File: config.mk
export PLATFORM = sky130hd
export DESIGN_NAME = bounded_deque_with_search_unit
export DESIGN_NICKNAME = d
export VERILOG_FILES = /design/src/hw/rtl/dq_pkg.sv /design/src/hw/rtl/dq_front.sv /design/src/hw/rtl/dq_cmd_fifo.sv /design/src/hw/rtl/dq_back.sv /design/src/hw/rtl/bounded_deque_with_search_unit.sv
export SDC_FILE = /design/constraint.sdc
export NUM_CORES = 1
export LEC_CHECK = 0
export BUFFER_PORTS_ARGS = -buffer_cell sky130_fd_sc_hd__buf_2
export CORE_UTILIZATION = 45
export DETAILED_ROUTE_END_ITERATION = 16
export PLACE_DENSITY_LB_ADDON = 0.3
export RECOVER_POWER = 50
export REMOVE_ABC_BUFFERS = 1
export SETUP_SLACK_MARGIN = 0.15
export SLEW_MARGIN = 10
export SYNTH_ARGS = -nofsm -noshare
export SYNTH_HDL_FRONTEND = slang
export SYNTH_SLANG_ARGS = --single-unit
File: constraint.sdc
create_clock -name clk_i -period 3.5 [get_ports clk_i]
set_input_delay 0.525 -clock clk_i [delete_from_list [all_inputs] [get_ports clk_i]]
set_output_delay 0.525 -clock clk_i [all_outputs]
set_load 0.02 [all_outputs]
File: src/hw/rtl/dq_pkg.sv
`timescale 1ns / 1ps
// ----------------------------------------------------------------------------
// dq_pkg: shared types and constants of the bounded deque with search
// Operation codes, the classified command word and the back-end states.
// ----------------------------------------------------------------------------
package dq_pkg;

  localparam int unsigned FuncWidth  = 3;
  localparam int unsigned WordWidth  = 32;
  localparam int unsigned CountWidth = 5;
  localparam int unsigned CmdDepth   = 2;

  // operation codes as they arrive on the func field
  typedef enum logic [FuncWidth-1:0] {
    OP_PUSH_BACK  = 3'd0,
    OP_PUSH_FRONT = 3'd1,
    OP_POP_FRONT  = 3'd2,
    OP_POP_BACK   = 3'd3,
    OP_SEARCH     = 3'd4,
    OP_NOP        = 3'd7
  } op_e;

  // classified command handed from front end to back end
  typedef struct packed {
    op_e                          op;
    logic signed [WordWidth-1:0]  value;
  } cmd_t;

  // back-end sequencer states
  typedef enum logic [2:0] {
    ST_IDLE,
    ST_FILL_FRONT,
    ST_FILL_REAR,
    ST_SCAN,
    ST_OUT
  } back_state_e;

  localparam logic signed [WordWidth-1:0] EmptyWord = '1;

  // unknown codes become a no-operation
  function automatic op_e classify(input logic [FuncWidth-1:0] func);
    op_e op;
    case (func)
      OP_PUSH_BACK:  op = OP_PUSH_BACK;
      OP_PUSH_FRONT: op = OP_PUSH_FRONT;
      OP_POP_FRONT:  op = OP_POP_FRONT;
      OP_POP_BACK:   op = OP_POP_BACK;
      OP_SEARCH:     op = OP_SEARCH;
      default:       op = OP_NOP;
    endcase
    return op;
  endfunction

endpackage

File: src/hw/rtl/dq_front.sv
`timescale 1ns / 1ps
// ----------------------------------------------------------------------------
// dq_front: input stage of the deque
// Accepts items, classifies the operation code and holds one command until
// the command queue takes it.
// ----------------------------------------------------------------------------
module dq_front (
  input  logic                                  clk_i,
  input  logic                                  rst_ni,
  input  logic                                  in_valid_i,
  output logic                                  in_ready_o,
  input  logic [dq_pkg::FuncWidth-1:0]          func_i,
  input  logic signed [dq_pkg::WordWidth-1:0]   value_i,
  output logic                                  cmd_valid_o,
  input  logic                                  cmd_ready_i,
  output dq_pkg::cmd_t                          cmd_o
);

  logic         vld_q, vld_d;
  dq_pkg::cmd_t cmd_q;
  logic         in_xfer;

  // stage is free when empty or draining this cycle
  assign in_ready_o = !vld_q || cmd_ready_i;
  assign in_xfer    = in_valid_i && in_ready_o;

  always_comb begin
    vld_d = vld_q;
    if (in_xfer) begin
      vld_d = 1'b1;
    end else if (cmd_ready_i) begin
      vld_d = 1'b0;
    end
  end

  // valid flag
  always_ff @(posedge clk_i or negedge rst_ni) begin
    if (!rst_ni) begin
      vld_q <= 1'b0;
    end else begin
      vld_q <= vld_d;
    end
  end

  // classified command payload
  always_ff @(posedge clk_i) begin
    if (in_xfer) begin
      cmd_q.op    <= dq_pkg::classify(func_i);
      cmd_q.value <= value_i;
    end
  end

  assign cmd_valid_o = vld_q;
  assign cmd_o       = cmd_q;

endmodule

File: src/hw/rtl/dq_cmd_fifo.sv
`timescale 1ns / 1ps
// ----------------------------------------------------------------------------
// dq_cmd_fifo: short command queue between front and back end
// Lets the input side keep taking items while the back end is busy.
// ----------------------------------------------------------------------------
module dq_cmd_fifo (
  input  logic          clk_i,
  input  logic          rst_ni,
  input  logic          wr_valid_i,
  output logic          wr_ready_o,
  input  dq_pkg::cmd_t  wr_cmd_i,
  output logic          rd_valid_o,
  input  logic          rd_ready_i,
  output dq_pkg::cmd_t  rd_cmd_o
);

  localparam int unsigned PtrWidth = $clog2(dq_pkg::CmdDepth);
  localparam int unsigned CntWidth = $clog2(dq_pkg::CmdDepth + 1);

  dq_pkg::cmd_t         slot_q [dq_pkg::CmdDepth];
  logic [PtrWidth-1:0]  wptr_q, wptr_d, rptr_q, rptr_d;
  logic [CntWidth-1:0]  cnt_q, cnt_d;
  logic                 wr_xfer, rd_xfer;

  assign wr_ready_o = (cnt_q != CntWidth'(dq_pkg::CmdDepth));
  assign rd_valid_o = (cnt_q != '0);
  assign wr_xfer    = wr_valid_i && wr_ready_o;
  assign rd_xfer    = rd_valid_o && rd_ready_i;
  assign rd_cmd_o   = slot_q[rptr_q];

  // pointer and fill count update
  always_comb begin
    wptr_d = wptr_q;
    rptr_d = rptr_q;
    cnt_d  = cnt_q;
    if (wr_xfer) begin
      wptr_d = (wptr_q == PtrWidth'(dq_pkg::CmdDepth - 1)) ? '0 : wptr_q + 1'b1;
    end
    if (rd_xfer) begin
      rptr_d = (rptr_q == PtrWidth'(dq_pkg::CmdDepth - 1)) ? '0 : rptr_q + 1'b1;
    end
    if (wr_xfer && !rd_xfer) begin
      cnt_d = cnt_q + 1'b1;
    end else if (rd_xfer && !wr_xfer) begin
      cnt_d = cnt_q - 1'b1;
    end
  end

  always_ff @(posedge clk_i or negedge rst_ni) begin
    if (!rst_ni) begin
      wptr_q <= '0;
      rptr_q <= '0;
      cnt_q  <= '0;
    end else begin
      wptr_q <= wptr_d;
      rptr_q <= rptr_d;
      cnt_q  <= cnt_d;
    end
  end

  // slot storage
  always_ff @(posedge clk_i) begin
    if (wr_xfer) begin
      slot_q[wptr_q] <= wr_cmd_i;
    end
  end

endmodule

File: src/hw/rtl/dq_back.sv
`timescale 1ns / 1ps
// ----------------------------------------------------------------------------
// dq_back: deque execution unit
// Holds the ring memory, head and tail pointers and the count, carries out
// one command at a time and keeps the result in registers until taken.
// ----------------------------------------------------------------------------
module dq_back #(
  parameter int unsigned CAPACITY = 16
) (
  input  logic                                  clk_i,
  input  logic                                  rst_ni,
  input  logic                                  cmd_valid_i,
  output logic                                  cmd_ready_o,
  input  dq_pkg::cmd_t                          cmd_i,
  output logic                                  out_valid_o,
  input  logic                                  out_ready_i,
  output logic                                  found_o,
  output logic                                  refused_o,
  output logic                                  is_empty_o,
  output logic signed [dq_pkg::WordWidth-1:0]   front_value_o,
  output logic signed [dq_pkg::WordWidth-1:0]   rear_value_o,
  output logic [dq_pkg::CountWidth-1:0]         entry_count_o
);

  localparam int unsigned IdxWidth = (CAPACITY > 1) ? $clog2(CAPACITY) : 1;
  localparam int unsigned CntWidth = $clog2(CAPACITY + 1);
  localparam logic [IdxWidth-1:0] LastIdx = IdxWidth'(CAPACITY - 1);
  localparam logic [CntWidth-1:0] FullCnt = CntWidth'(CAPACITY);

  dq_pkg::back_state_e          state_q, state_d;
  logic [IdxWidth-1:0]          head_q, head_d, tail_q, tail_d;
  logic [CntWidth-1:0]          cnt_q, cnt_d;
  logic signed [dq_pkg::WordWidth-1:0] front_q, front_d, rear_q, rear_d;
  logic signed [dq_pkg::WordWidth-1:0] key_q, key_d;
  logic                         found_q, found_d, refused_q, refused_d;
  logic [IdxWidth-1:0]          scan_ptr_q, scan_ptr_d;
  logic [CntWidth-1:0]          scan_left_q, scan_left_d;
  logic                         rd_vld_q, rd_vld_d;

  // ring memory ports
  logic signed [dq_pkg::WordWidth-1:0] ring_mem [CAPACITY];
  logic signed [dq_pkg::WordWidth-1:0] rd_data_q;
  logic                         mem_we, mem_re;
  logic [IdxWidth-1:0]          mem_waddr, mem_raddr;
  logic signed [dq_pkg::WordWidth-1:0] mem_wdata;

  logic                         is_full, is_empty;
  logic [IdxWidth-1:0]          head_inc, head_dec, tail_inc, tail_dec, tail_dec2;

  function automatic logic [IdxWidth-1:0] wrap_inc(input logic [IdxWidth-1:0] idx);
    return (idx == LastIdx) ? '0 : idx + 1'b1;
  endfunction

  function automatic logic [IdxWidth-1:0] wrap_dec(input logic [IdxWidth-1:0] idx);
    return (idx == '0) ? LastIdx : idx - 1'b1;
  endfunction

  assign is_full   = (cnt_q == FullCnt);
  assign is_empty  = (cnt_q == '0);
  assign head_inc  = wrap_inc(head_q);
  assign head_dec  = wrap_dec(head_q);
  assign tail_inc  = wrap_inc(tail_q);
  assign tail_dec  = wrap_dec(tail_q);
  assign tail_dec2 = wrap_dec(tail_dec);

  // sequencer: next state, pointer updates and memory control
  always_comb begin
    state_d     = state_q;
    head_d      = head_q;
    tail_d      = tail_q;
    cnt_d       = cnt_q;
    front_d     = front_q;
    rear_d      = rear_q;
    key_d       = key_q;
    found_d     = found_q;
    refused_d   = refused_q;
    scan_ptr_d  = scan_ptr_q;
    scan_left_d = scan_left_q;
    rd_vld_d    = 1'b0;
    mem_we      = 1'b0;
    mem_re      = 1'b0;
    mem_waddr   = tail_q;
    mem_raddr   = scan_ptr_q;
    mem_wdata   = cmd_i.value;
    cmd_ready_o = 1'b0;
    out_valid_o = 1'b0;

    case (state_q)
      dq_pkg::ST_IDLE: begin
        cmd_ready_o = 1'b1;
        if (cmd_valid_i) begin
          found_d   = 1'b0;
          refused_d = 1'b0;
          state_d   = dq_pkg::ST_OUT;
          case (cmd_i.op)
            dq_pkg::OP_PUSH_BACK: begin
              if (is_full) begin
                refused_d = 1'b1;
              end else begin
                mem_we    = 1'b1;
                mem_waddr = tail_q;
                tail_d    = tail_inc;
                cnt_d     = cnt_q + 1'b1;
                rear_d    = cmd_i.value;
                if (is_empty) begin
                  front_d = cmd_i.value;
                end
              end
            end
            dq_pkg::OP_PUSH_FRONT: begin
              if (is_full) begin
                refused_d = 1'b1;
              end else begin
                mem_we    = 1'b1;
                mem_waddr = head_dec;
                head_d    = head_dec;
                cnt_d     = cnt_q + 1'b1;
                front_d   = cmd_i.value;
                if (is_empty) begin
                  rear_d = cmd_i.value;
                end
              end
            end
            dq_pkg::OP_POP_FRONT: begin
              if (is_empty) begin
                refused_d = 1'b1;
              end else begin
                head_d = head_inc;
                cnt_d  = cnt_q - 1'b1;
                if (cnt_q == CntWidth'(1)) begin
                  front_d = dq_pkg::EmptyWord;
                  rear_d  = dq_pkg::EmptyWord;
                end else begin
                  mem_re    = 1'b1;
                  mem_raddr = head_inc;
                  state_d   = dq_pkg::ST_FILL_FRONT;
                end
              end
            end
            dq_pkg::OP_POP_BACK: begin
              if (is_empty) begin
                refused_d = 1'b1;
              end else begin
                tail_d = tail_dec;
                cnt_d  = cnt_q - 1'b1;
                if (cnt_q == CntWidth'(1)) begin
                  front_d = dq_pkg::EmptyWord;
                  rear_d  = dq_pkg::EmptyWord;
                end else begin
                  mem_re    = 1'b1;
                  mem_raddr = tail_dec2;
                  state_d   = dq_pkg::ST_FILL_REAR;
                end
              end
            end
            dq_pkg::OP_SEARCH: begin
              key_d       = cmd_i.value;
              scan_ptr_d  = head_q;
              scan_left_d = cnt_q;
              if (!is_empty) begin
                state_d = dq_pkg::ST_SCAN;
              end
            end
            default: begin
            end
          endcase
        end
      end

      // new end value arrives from the memory read
      dq_pkg::ST_FILL_FRONT: begin
        front_d = rd_data_q;
        state_d = dq_pkg::ST_OUT;
      end

      dq_pkg::ST_FILL_REAR: begin
        rear_d  = rd_data_q;
        state_d = dq_pkg::ST_OUT;
      end

      // one read issued and one compare made per cycle
      dq_pkg::ST_SCAN: begin
        if (rd_vld_q && (rd_data_q == key_q)) begin
          found_d = 1'b1;
          state_d = dq_pkg::ST_OUT;
        end else if (scan_left_q != '0) begin
          mem_re      = 1'b1;
          mem_raddr   = scan_ptr_q;
          scan_ptr_d  = wrap_inc(scan_ptr_q);
          scan_left_d = scan_left_q - 1'b1;
          rd_vld_d    = 1'b1;
        end else begin
          state_d = dq_pkg::ST_OUT;
        end
      end

      dq_pkg::ST_OUT: begin
        out_valid_o = 1'b1;
        if (out_ready_i) begin
          state_d = dq_pkg::ST_IDLE;
        end
      end

      default: begin
        state_d = dq_pkg::ST_IDLE;
      end
    endcase
  end

  // control and status registers
  always_ff @(posedge clk_i or negedge rst_ni) begin
    if (!rst_ni) begin
      state_q  <= dq_pkg::ST_IDLE;
      head_q   <= '0;
      tail_q   <= '0;
      cnt_q    <= '0;
      front_q  <= dq_pkg::EmptyWord;
      rear_q   <= dq_pkg::EmptyWord;
      rd_vld_q <= 1'b0;
    end else begin
      state_q  <= state_d;
      head_q   <= head_d;
      tail_q   <= tail_d;
      cnt_q    <= cnt_d;
      front_q  <= front_d;
      rear_q   <= rear_d;
      rd_vld_q <= rd_vld_d;
    end
  end

  // search and result payload registers
  always_ff @(posedge clk_i) begin
    key_q       <= key_d;
    found_q     <= found_d;
    refused_q   <= refused_d;
    scan_ptr_q  <= scan_ptr_d;
    scan_left_q <= scan_left_d;
  end

  // ring memory: one write port, one registered read port
  always_ff @(posedge clk_i) begin
    if (mem_we) begin
      ring_mem[mem_waddr] <= mem_wdata;
    end
    if (mem_re) begin
      rd_data_q <= ring_mem[mem_raddr];
    end
  end

  // result ports come straight from registers; is_empty is decoded from the count
  assign found_o       = found_q;
  assign refused_o     = refused_q;
  assign is_empty_o    = is_empty;
  assign front_value_o = front_q;
  assign rear_value_o  = rear_q;
  assign entry_count_o = dq_pkg::CountWidth'(cnt_q);

endmodule

File: src/hw/rtl/bounded_deque_with_search_unit.sv
`timescale 1ns / 1ps
// ----------------------------------------------------------------------------
// bounded_deque_with_search_unit: ring-buffer deque with value search
// Input channel (in_valid_i/in_ready_o, func_i, value_i) takes one operation
// per transfer: push back, push front, pop front, pop back or search; other
// codes leave the queue as it is. Output channel (out_valid_o/out_ready_i)
// returns one result per item: found, refused, is_empty, front and rear
// values (-1 when empty) and the entry count after the operation.
// Each item passes the input register, a command queue slot and the
// sequencer; a pop that refetches an end value also waits for a memory
// read, and a search walks the entries from the head and ends early on
// a hit. Result valid is raised in the sequencer's output state.
// The execution unit works on one item at a time; the single read port
// of the ring memory paces the refetches and the scan, which walks one
// entry a cycle. The input stage and a two-entry command queue keep
// accepting items while the execution unit is busy or its result waits.
// Reset empties the queue (head, tail and count cleared); ring contents are
// left as they are. When the receiver stalls, the result holds on the ports
// and the execution unit waits; input is taken until the queue fills.
// ----------------------------------------------------------------------------
module bounded_deque_with_search_unit #(
  parameter int unsigned CAPACITY = 16
) (
  input  logic                                  clk_i,
  input  logic                                  rst_ni,
  input  logic                                  in_valid_i,
  output logic                                  in_ready_o,
  input  logic [dq_pkg::FuncWidth-1:0]          func_i,
  input  logic signed [dq_pkg::WordWidth-1:0]   value_i,
  output logic                                  out_valid_o,
  input  logic                                  out_ready_i,
  output logic                                  found_o,
  output logic                                  refused_o,
  output logic                                  is_empty_o,
  output logic signed [dq_pkg::WordWidth-1:0]   front_value_o,
  output logic signed [dq_pkg::WordWidth-1:0]   rear_value_o,
  output logic [dq_pkg::CountWidth-1:0]         entry_count_o
);

  logic         fe_valid, fe_ready;
  dq_pkg::cmd_t fe_cmd;
  logic         be_valid, be_ready;
  dq_pkg::cmd_t be_cmd;

  // input stage and operation decode
  dq_front u_front (
    .clk_i       (clk_i),
    .rst_ni      (rst_ni),
    .in_valid_i  (in_valid_i),
    .in_ready_o  (in_ready_o),
    .func_i      (func_i),
    .value_i     (value_i),
    .cmd_valid_o (fe_valid),
    .cmd_ready_i (fe_ready),
    .cmd_o       (fe_cmd)
  );

  // command queue between the two halves
  dq_cmd_fifo u_cmd_fifo (
    .clk_i      (clk_i),
    .rst_ni     (rst_ni),
    .wr_valid_i (fe_valid),
    .wr_ready_o (fe_ready),
    .wr_cmd_i   (fe_cmd),
    .rd_valid_o (be_valid),
    .rd_ready_i (be_ready),
    .rd_cmd_o   (be_cmd)
  );

  // execution unit with ring memory
  dq_back #(
    .CAPACITY (CAPACITY)
  ) u_back (
    .clk_i         (clk_i),
    .rst_ni        (rst_ni),
    .cmd_valid_i   (be_valid),
    .cmd_ready_o   (be_ready),
    .cmd_i         (be_cmd),
    .out_valid_o   (out_valid_o),
    .out_ready_i   (out_ready_i),
    .found_o       (found_o),
    .refused_o     (refused_o),
    .is_empty_o    (is_empty_o),
    .front_value_o (front_value_o),
    .rear_value_o  (rear_value_o),
    .entry_count_o (entry_count_o)
  );

endmodule
* Word-level counts from Yosys, hierarchy flattened
Memories as Yosys holds them, arrays and structs flattened. A register that Yosys moved wholly into a read port is not among the register bits.
Cells that the tools add are included.
** Storage, ports and cells
- Flip-flop bits (word level) :: 164
- Latch bits :: 0
- Memory bits (writable) :: 582
- ROM bits :: 0
- Input bits :: 39
- Output and inout bits :: 74
- Logic and storage cells :: 201
- Memories :: 2
** Memory list
- u_back.ring_mem :: depth 16, width 32, rd ports 1, clocked after Yosys merged registers in 1, wr ports 1, RTL line dq_back.sv:41 : logic signed [dq_pkg::WordWidth-1:0] ring_mem [CAPACITY];
- u_cmd_fifo.slot_q :: depth 2, width 35, rd ports 1, clocked after Yosys merged registers in 0, wr ports 1, RTL line dq_cmd_fifo.sv:20 : dq_pkg::cmd_t slot_q [dq_pkg::CmdDepth];
** Operators by class
- Add/subtract/negate cells :: 13
- Multiply operators :: 0
- Divide/modulo/power cells :: 0
- $lt $le $gt $ge :: 0
- Eq/ne operators :: 39
- Shift-type cells :: 0
- Mux-type cells :: 89
- Bitwise gates (word level) :: 0
- Reductions and logical operators :: 40
** Operators with widths (number)
- two-way mux 32 bit :: 7
- case mux 32 bit (3 select lines) :: 2
- case mux 32 bit (2 select lines) :: 2
- two-way mux 4 bit :: 24
- == test 32 bit :: 1
- case mux 4 bit (2 select lines) :: 4
- two-way mux 5 bit :: 6
- two-way mux 3 bit :: 9
- two-way mux 1 bit :: 25
- != test 2 bit, second input constant :: 11
- case mux 5 bit (2 select lines) :: 2
- AND reduction 5 bit :: 4
- == test 3 x 2 -> 1 bit, second input constant :: 6
- nonzero test 2 bit :: 9
- AND reduction 8 bit :: 2
- != test 3 bit, second input constant :: 5
- case mux 3 bit (5 select lines) :: 1
- adder 4 x 1 -> 4 bit, second input constant :: 3
- == test 4 bit, second input constant :: 3
- logical NOT 4 bit :: 3
- case mux 3 bit (4 select lines) :: 1
- subtractor 4 x 1 -> 4 bit, second input constant :: 3
- subtractor 5 x 1 -> 5 bit, second input constant :: 2
- == test 3 x 1 -> 1 bit, second input constant :: 3
- 22 further kinds :: 43

* Depth between registers and ports, before layout
- Depth in word-level cells :: 9
- Depth in mapped cells :: 14
- Depth with buffers taken out :: 10

* Cells and area by module
From an unflattened synthesis, not the netlist that was laid out.
** Unflattened totals
- Cell total of the unflattened synthesis :: 2357
- Area total of the unflattened synthesis :: 33362.0 µm²
** Modules (own cells, without submodules)
- dq_back :: times used 1, cells an instance 2188, area each 29368.2 µm², seq. area each 19733.9 µm²
- dq_cmd_fifo :: times used 1, cells an instance 127, area each 2870.3 µm², seq. area each 2202.1 µm²
- dq_front :: times used 1, cells an instance 42, area each 1123.6 µm², seq. area each 1076.0 µm²

* Worst setup path after synthesis
No wires, ideal clock.
- Path kind :: reg-to-reg
- Start point :: reg u_back.cnt_q[0], in the netlist u_back.entry_count_o[0]
- End point :: mem u_back.ring_mem[13][0] in the netlist's numbering (enable)
- Setup time :: 0.421 ns
- Data arrival time :: 3.362 ns
- Path slack :: -0.283 ns
- Stages on the path, launching flop included :: 8
- Buffers on the path :: 0
- Clock period less this slack :: 3.783 ns
- Path through :: dfrtp_1 > inv_1 > ha_1 > and3_1 > nor4_1 > o21ai_0 > or2_2 > nor2_1
** On the way
- Word-level cells in the longest chain between the ends :: 7
** Ends and longest elaborated chain
- from (decl) :: RTL line dq_back.sv:32 : logic [CntWidth-1:0] cnt_q, cnt_d;
- from (signal assigned) :: RTL line dq_back.sv:224 : cnt_q <= cnt_d;
- == test 5 bit * :: RTL line dq_back.sv:58 : assign is_full = (cnt_q == FullCnt);
- two-way mux 1 bit :: RTL line dq_back.sv:97, dq_back.sv:111
- two-way mux 1 bit
- two-way mux 1 bit :: RTL line dq_back.sv:91 : if (cmd_valid_i) begin
- two-way mux 1 bit :: RTL line dq_back.sv:88 : case (state_q)
- two-way mux 1 bit :: RTL line dq_back.sv:242 : if (mem_we) begin
- two-way mux 1 bit (implied by the code) :: RTL line dq_back.sv:243 : ring_mem[mem_waddr] <= mem_wdata;
- to (decl) :: RTL line dq_back.sv:41
Mark *: on every way between the ends. The rest lies on a longest branch, timed or not.

* Worst setup path after layout
- Start point :: reg u_back.state_q[2]
- End point :: reg u_back.rd_data_q[29] in the netlist's numbering (read register of u_back.ring_mem), data pin
** On the way
- Word-level cells in the longest chain between the ends :: 2
** Ends and longest elaborated chain
- from (decl) :: RTL line dq_back.sv:30 : dq_pkg::back_state_e state_q, state_d;
- from (signal assigned) :: RTL line dq_back.sv:213 : state_q <= dq_pkg::ST_IDLE;
- from (signal assigned) :: RTL line dq_back.sv:221 : state_q <= state_d;
- == test 3 x 2 -> 1 bit / logical NOT 3 bit (equally long branches) :: RTL line dq_back.sv:88
- case mux 1 bit (2 select lines) / two-way mux 4 bit (equally long branches)
- to (decl) :: RTL line dq_back.sv:42 : logic signed [dq_pkg::WordWidth-1:0] rd_data_q;
Parallel ways exist; a longest one is shown, timed or not.
A chain may end at the register's enable or synchronous reset.

==> results_dict.tcl <==
set metrics [dict create \
    die_w_um 269 \
    synth_adder_area_share 0.00545 \
    hold_path_class "primary input to flip-flop" \
    nNetsFinal 2173 \
    p_leak_nw 13.0 \
    slew_violations 64 \
    syn-instance-count 1939 \
    ys_ff_latch 778 \
    postCtsHoldBufs 0 \
    vias_per_cell 5.56 \
    yosys.area.top_type_share 0.647 \
    cts_sinks 778 \
    clkLatencyLatePin_ns 0.64 \
    ff2ff_path_depth 9 \
    yosysSeqAreaShare 0.716 \
    async_flop_share 0.111 \
    num_vias 17400 \
    synth_top_area_cell "edfxtp_1" \
    rows 97 \
    antenna_found_initial 0 \
    relSlewSlack -0.227 \
    syn2layout_area_growth_pct 15.6 \
    violations "capacitance limit, slew limit" \
    max-cap-violations 1 \
    synthXorXnorAreaFrac 0.0136 \
    avgSynthCellArea_um2 16.6 \
    ff2ff_setup_slack_ns 0.27 \
    setup.worst_path.end "u_back.rd_data_q[29]" \
    io-pin-count 113 \
    outcome "finished with violations" \
    synth_top_family_by_area "multiplexers" \
    drcViolationCount 0 \
    seqCellArea_um2 23000 \
    critPathMaxFanout 31 \
    num_antenna_cells 0 \
    synthTopCellsByArea "edfxtp_1, mux2i_1, dfstp_2" \
    finalSetupViolCount 0 \
    grt_pass1_vias 17700 \
    postRouteWirelength_mm 73.8 \
    required_ns 3.88 \
    reg2reg_from "u_back.state_q[2]" \
    crit_arrival_ns 3.61 \
    cts_tree "yes" \
    grt_max_degree 97 \
    die_h_um 269 \
    fill_cells 5640 \
    clk_pin_slew_worst_paths_ns 0.06 \
    initial_utilization 0.457 \
    finalWeightedCongestion 0.794 \
    drt_iter0_markers 1286 \
    hold_violations 0 \
    ant_nets 0 \
    finalPower_w 0.0311 \
    grt_usage 0.199 \
    yosysMostFrequentCell "edfxtp_1" \
    ir_worst_vdd_mv 0.517 \
    synth_compound_area_frac 0.0677 \
    cts-root-buf "clkbuf_16" \
    port_buffers 112 \
    endpoint_kind "flip-flop" \
    synth.cell_area_um2 32100 \
    worst_pin_slew_ns 1.84 \
    grt_pass1_wl_mm 108 \
    critical_path_class "flip-flop to flip-flop" \
    fin_crit_sh 0.923 \
    synth_top_cells_by_count "edfxtp_1, mux2i_1, mux2_2" \
    synth_edf_count 692 \
    muxShareOfSynthArea 0.130 \
    dp_hpwl_mm 42.7 \
    core_um2 70400 \
    dieArea_um2 72500 \
    numCtsBuffers 80 \
    r2r-end "u_back.rd_data_q[29]" \
    tns_ns 0 \
    synth_cell_types 64 \
    drtPass1Iterations 5 \
    ys.flop_type "edfxtp_1" \
    grt_overflow_total 0 \
    period_minus_slack_ns 3.23 \
    crit_start "u_back.state_q[2]" \
    cts_max_level 3 \
    layout-drive-gt1-share 0.242 \
    clock_skew_ns 0.0279 \
    wl_per_cell_um 23.6 \
    ys_warn_count 0 \
    worstSetupStartpointType "flip-flop" \
    p_per_area_nw_per_um2 838 \
    rsz0062_at_grt "false" \
    fmax_mhz 309 \
    cts_buffer_depth 3 \
    multi_input_area_um2 8630 \
    synthSimpleGateAreaFrac 0.0441 \
]
[cells by family (layout without fill, tap and decap cells)]
family,count (synthesis),after routing
DFF,778,778
muxes,401,401
and+or+nand+nor,292,292
AOI/OAI and AO/OA,273,273
buffers and inverters,131,374
xor gates and xnor gates,50,50
adders and majority gates,14,14
[how the worst min path moves through the flow]
stage	startpoint	to	slack (ns)	cells after the start
3_3_place_gp	u_front.cmd_o[12]	u_cmd_fifo.slot_q[0][12]	0.43	0
6_report	value_i[10]	u_front.cmd_o[10]	0.06	1
3_5_place_dp	u_front.cmd_o[24]	u_cmd_fifo.slot_q[1][24]	0.43	0
4_1_cts	value_i[10]	u_front.cmd_o[10]	0.03	1
5_1_grt	value_i[28]	u_front.cmd_o[28]	0.04	1
2_1_floorplan	rst_ni	u_back.entry_count_o[0]	0.23	0
[repair_timing]
item / 4_1_cts / 5_1_grt
cloned: 0 / 4
setup buffers: 4 / 6
pin swaps: 2 / 2
gates resized for setup: 1 / 11
setup endpoints to repair: 47 / 74
endpoints found under the hold margin: 0 / 0
[area by class of cell]
| type | instances | share of cell area |
|---|---|---|
| clock buffers | 95 | 0.0554 |
| clock inverters | 49 | 0.0135 |
| inverters | 20 | 0.00202 |
| multi-input cells | 1030 | 0.232 |
| flip-flops and latches | 778 | 0.620 |
| well taps | 940 | 0.0317 |
| repair buffers | 210 | 0.0453 |
[registers in the layout (all words and copies together) (netlist names), 2 cells and up]
name / cells
u_cmd_fifo.slot_q: 70
u_back.scan_ptr_q: 4
u_back.entry_count_o: 5
u_back.rd_data_q: 32
u_cmd_fifo.cnt_q: 2
u_back.rear_value_o: 32
u_front.cmd_o: 35
u_back.head_q: 4
u_back.ring_mem: 512
u_back.key_q: 32
u_back.tail_q: 4
u_back.front_value_o: 32
u_back.state_q: 3
u_back.scan_left_q: 5
[metrics by stage]
stage          hold slack [ns]  setup WS (ns)  cells  utilization  area (um^2)
2_1_floorplan            0.229         -15.29   1828            -        31500
3_3_place_gp             0.426          0.166   2964        0.490        34500
3_5_place_dp             0.430         0.0809   2964        0.490        34500
4_1_cts                 0.0331          0.164   3112        0.526        37100
5_1_grt                 0.0382          0.144   3122        0.528        37100
6_report                0.0641          0.269   3122        0.528        37100
[cells in the final DEF, fill, tap and decap left out, types with 4 or more instances in the layout]
| cell | n |
|---|---|
| buf_12 | 33 |
| and2_1 | 5 |
| nor2_1 | 53 |
| clkbuf_16 | 83 |
| nand3_1 | 7 |
| or2_2 | 4 |
| buf_4 | 57 |
| nor3_1 | 8 |
| o22ai_1 | 33 |
| a221oi_2 | 31 |
| ha_1 | 14 |
| bufinv_16 | 8 |
| mux2_1 | 31 |
| a31oi_1 | 33 |
| nand2b_1 | 7 |
| a311oi_2 | 30 |
| a21oi_1 | 24 |
| xor2_1 | 10 |
| dfrtp_1 | 21 |
| nand4_1 | 9 |
| clkinv_1 | 15 |
| nand2_1 | 95 |
| mux2_2 | 99 |
| dfstp_2 | 64 |
| nor2_4 | 18 |
| edfxtp_1 | 692 |
| mux2i_1 | 267 |
| buf_2 | 44 |
| clkbuf_1 | 84 |
| clkinv_2 | 17 |
| xnor2_1 | 39 |
| o21ai_0 | 88 |
| inv_1 | 19 |
| and3_1 | 65 |
[report_power, final]
part	internal, W	switching, W	total, W
logic	0.00341	0.00598	0.00939
registers	0.0127	0.000670	0.0134
clock network	0.00482	0.00351	0.00833
total	0.0210	0.0102	0.0311
[worst max-delay path: stages, from the launching register on]
cell	delay, ns
dfrtp_1	0.53
nor3_4	0.26
o21ai_2	0.17
inv_1	0.24
nand3_4	0.23
a221o_2	0.52
or2_2	0.33
buf_12	0.22
a311oi_1	0.34
a221oi_2	0.11
[routing by layer]
metal	part of all wire	global-route usage
met1	0.43	0.260
met2	0.50	0.337
met3	0.052	0.0351
met4	0.025	0.0611
met5	0	0
No activity file was read; power rests on OpenSTA's default activity.
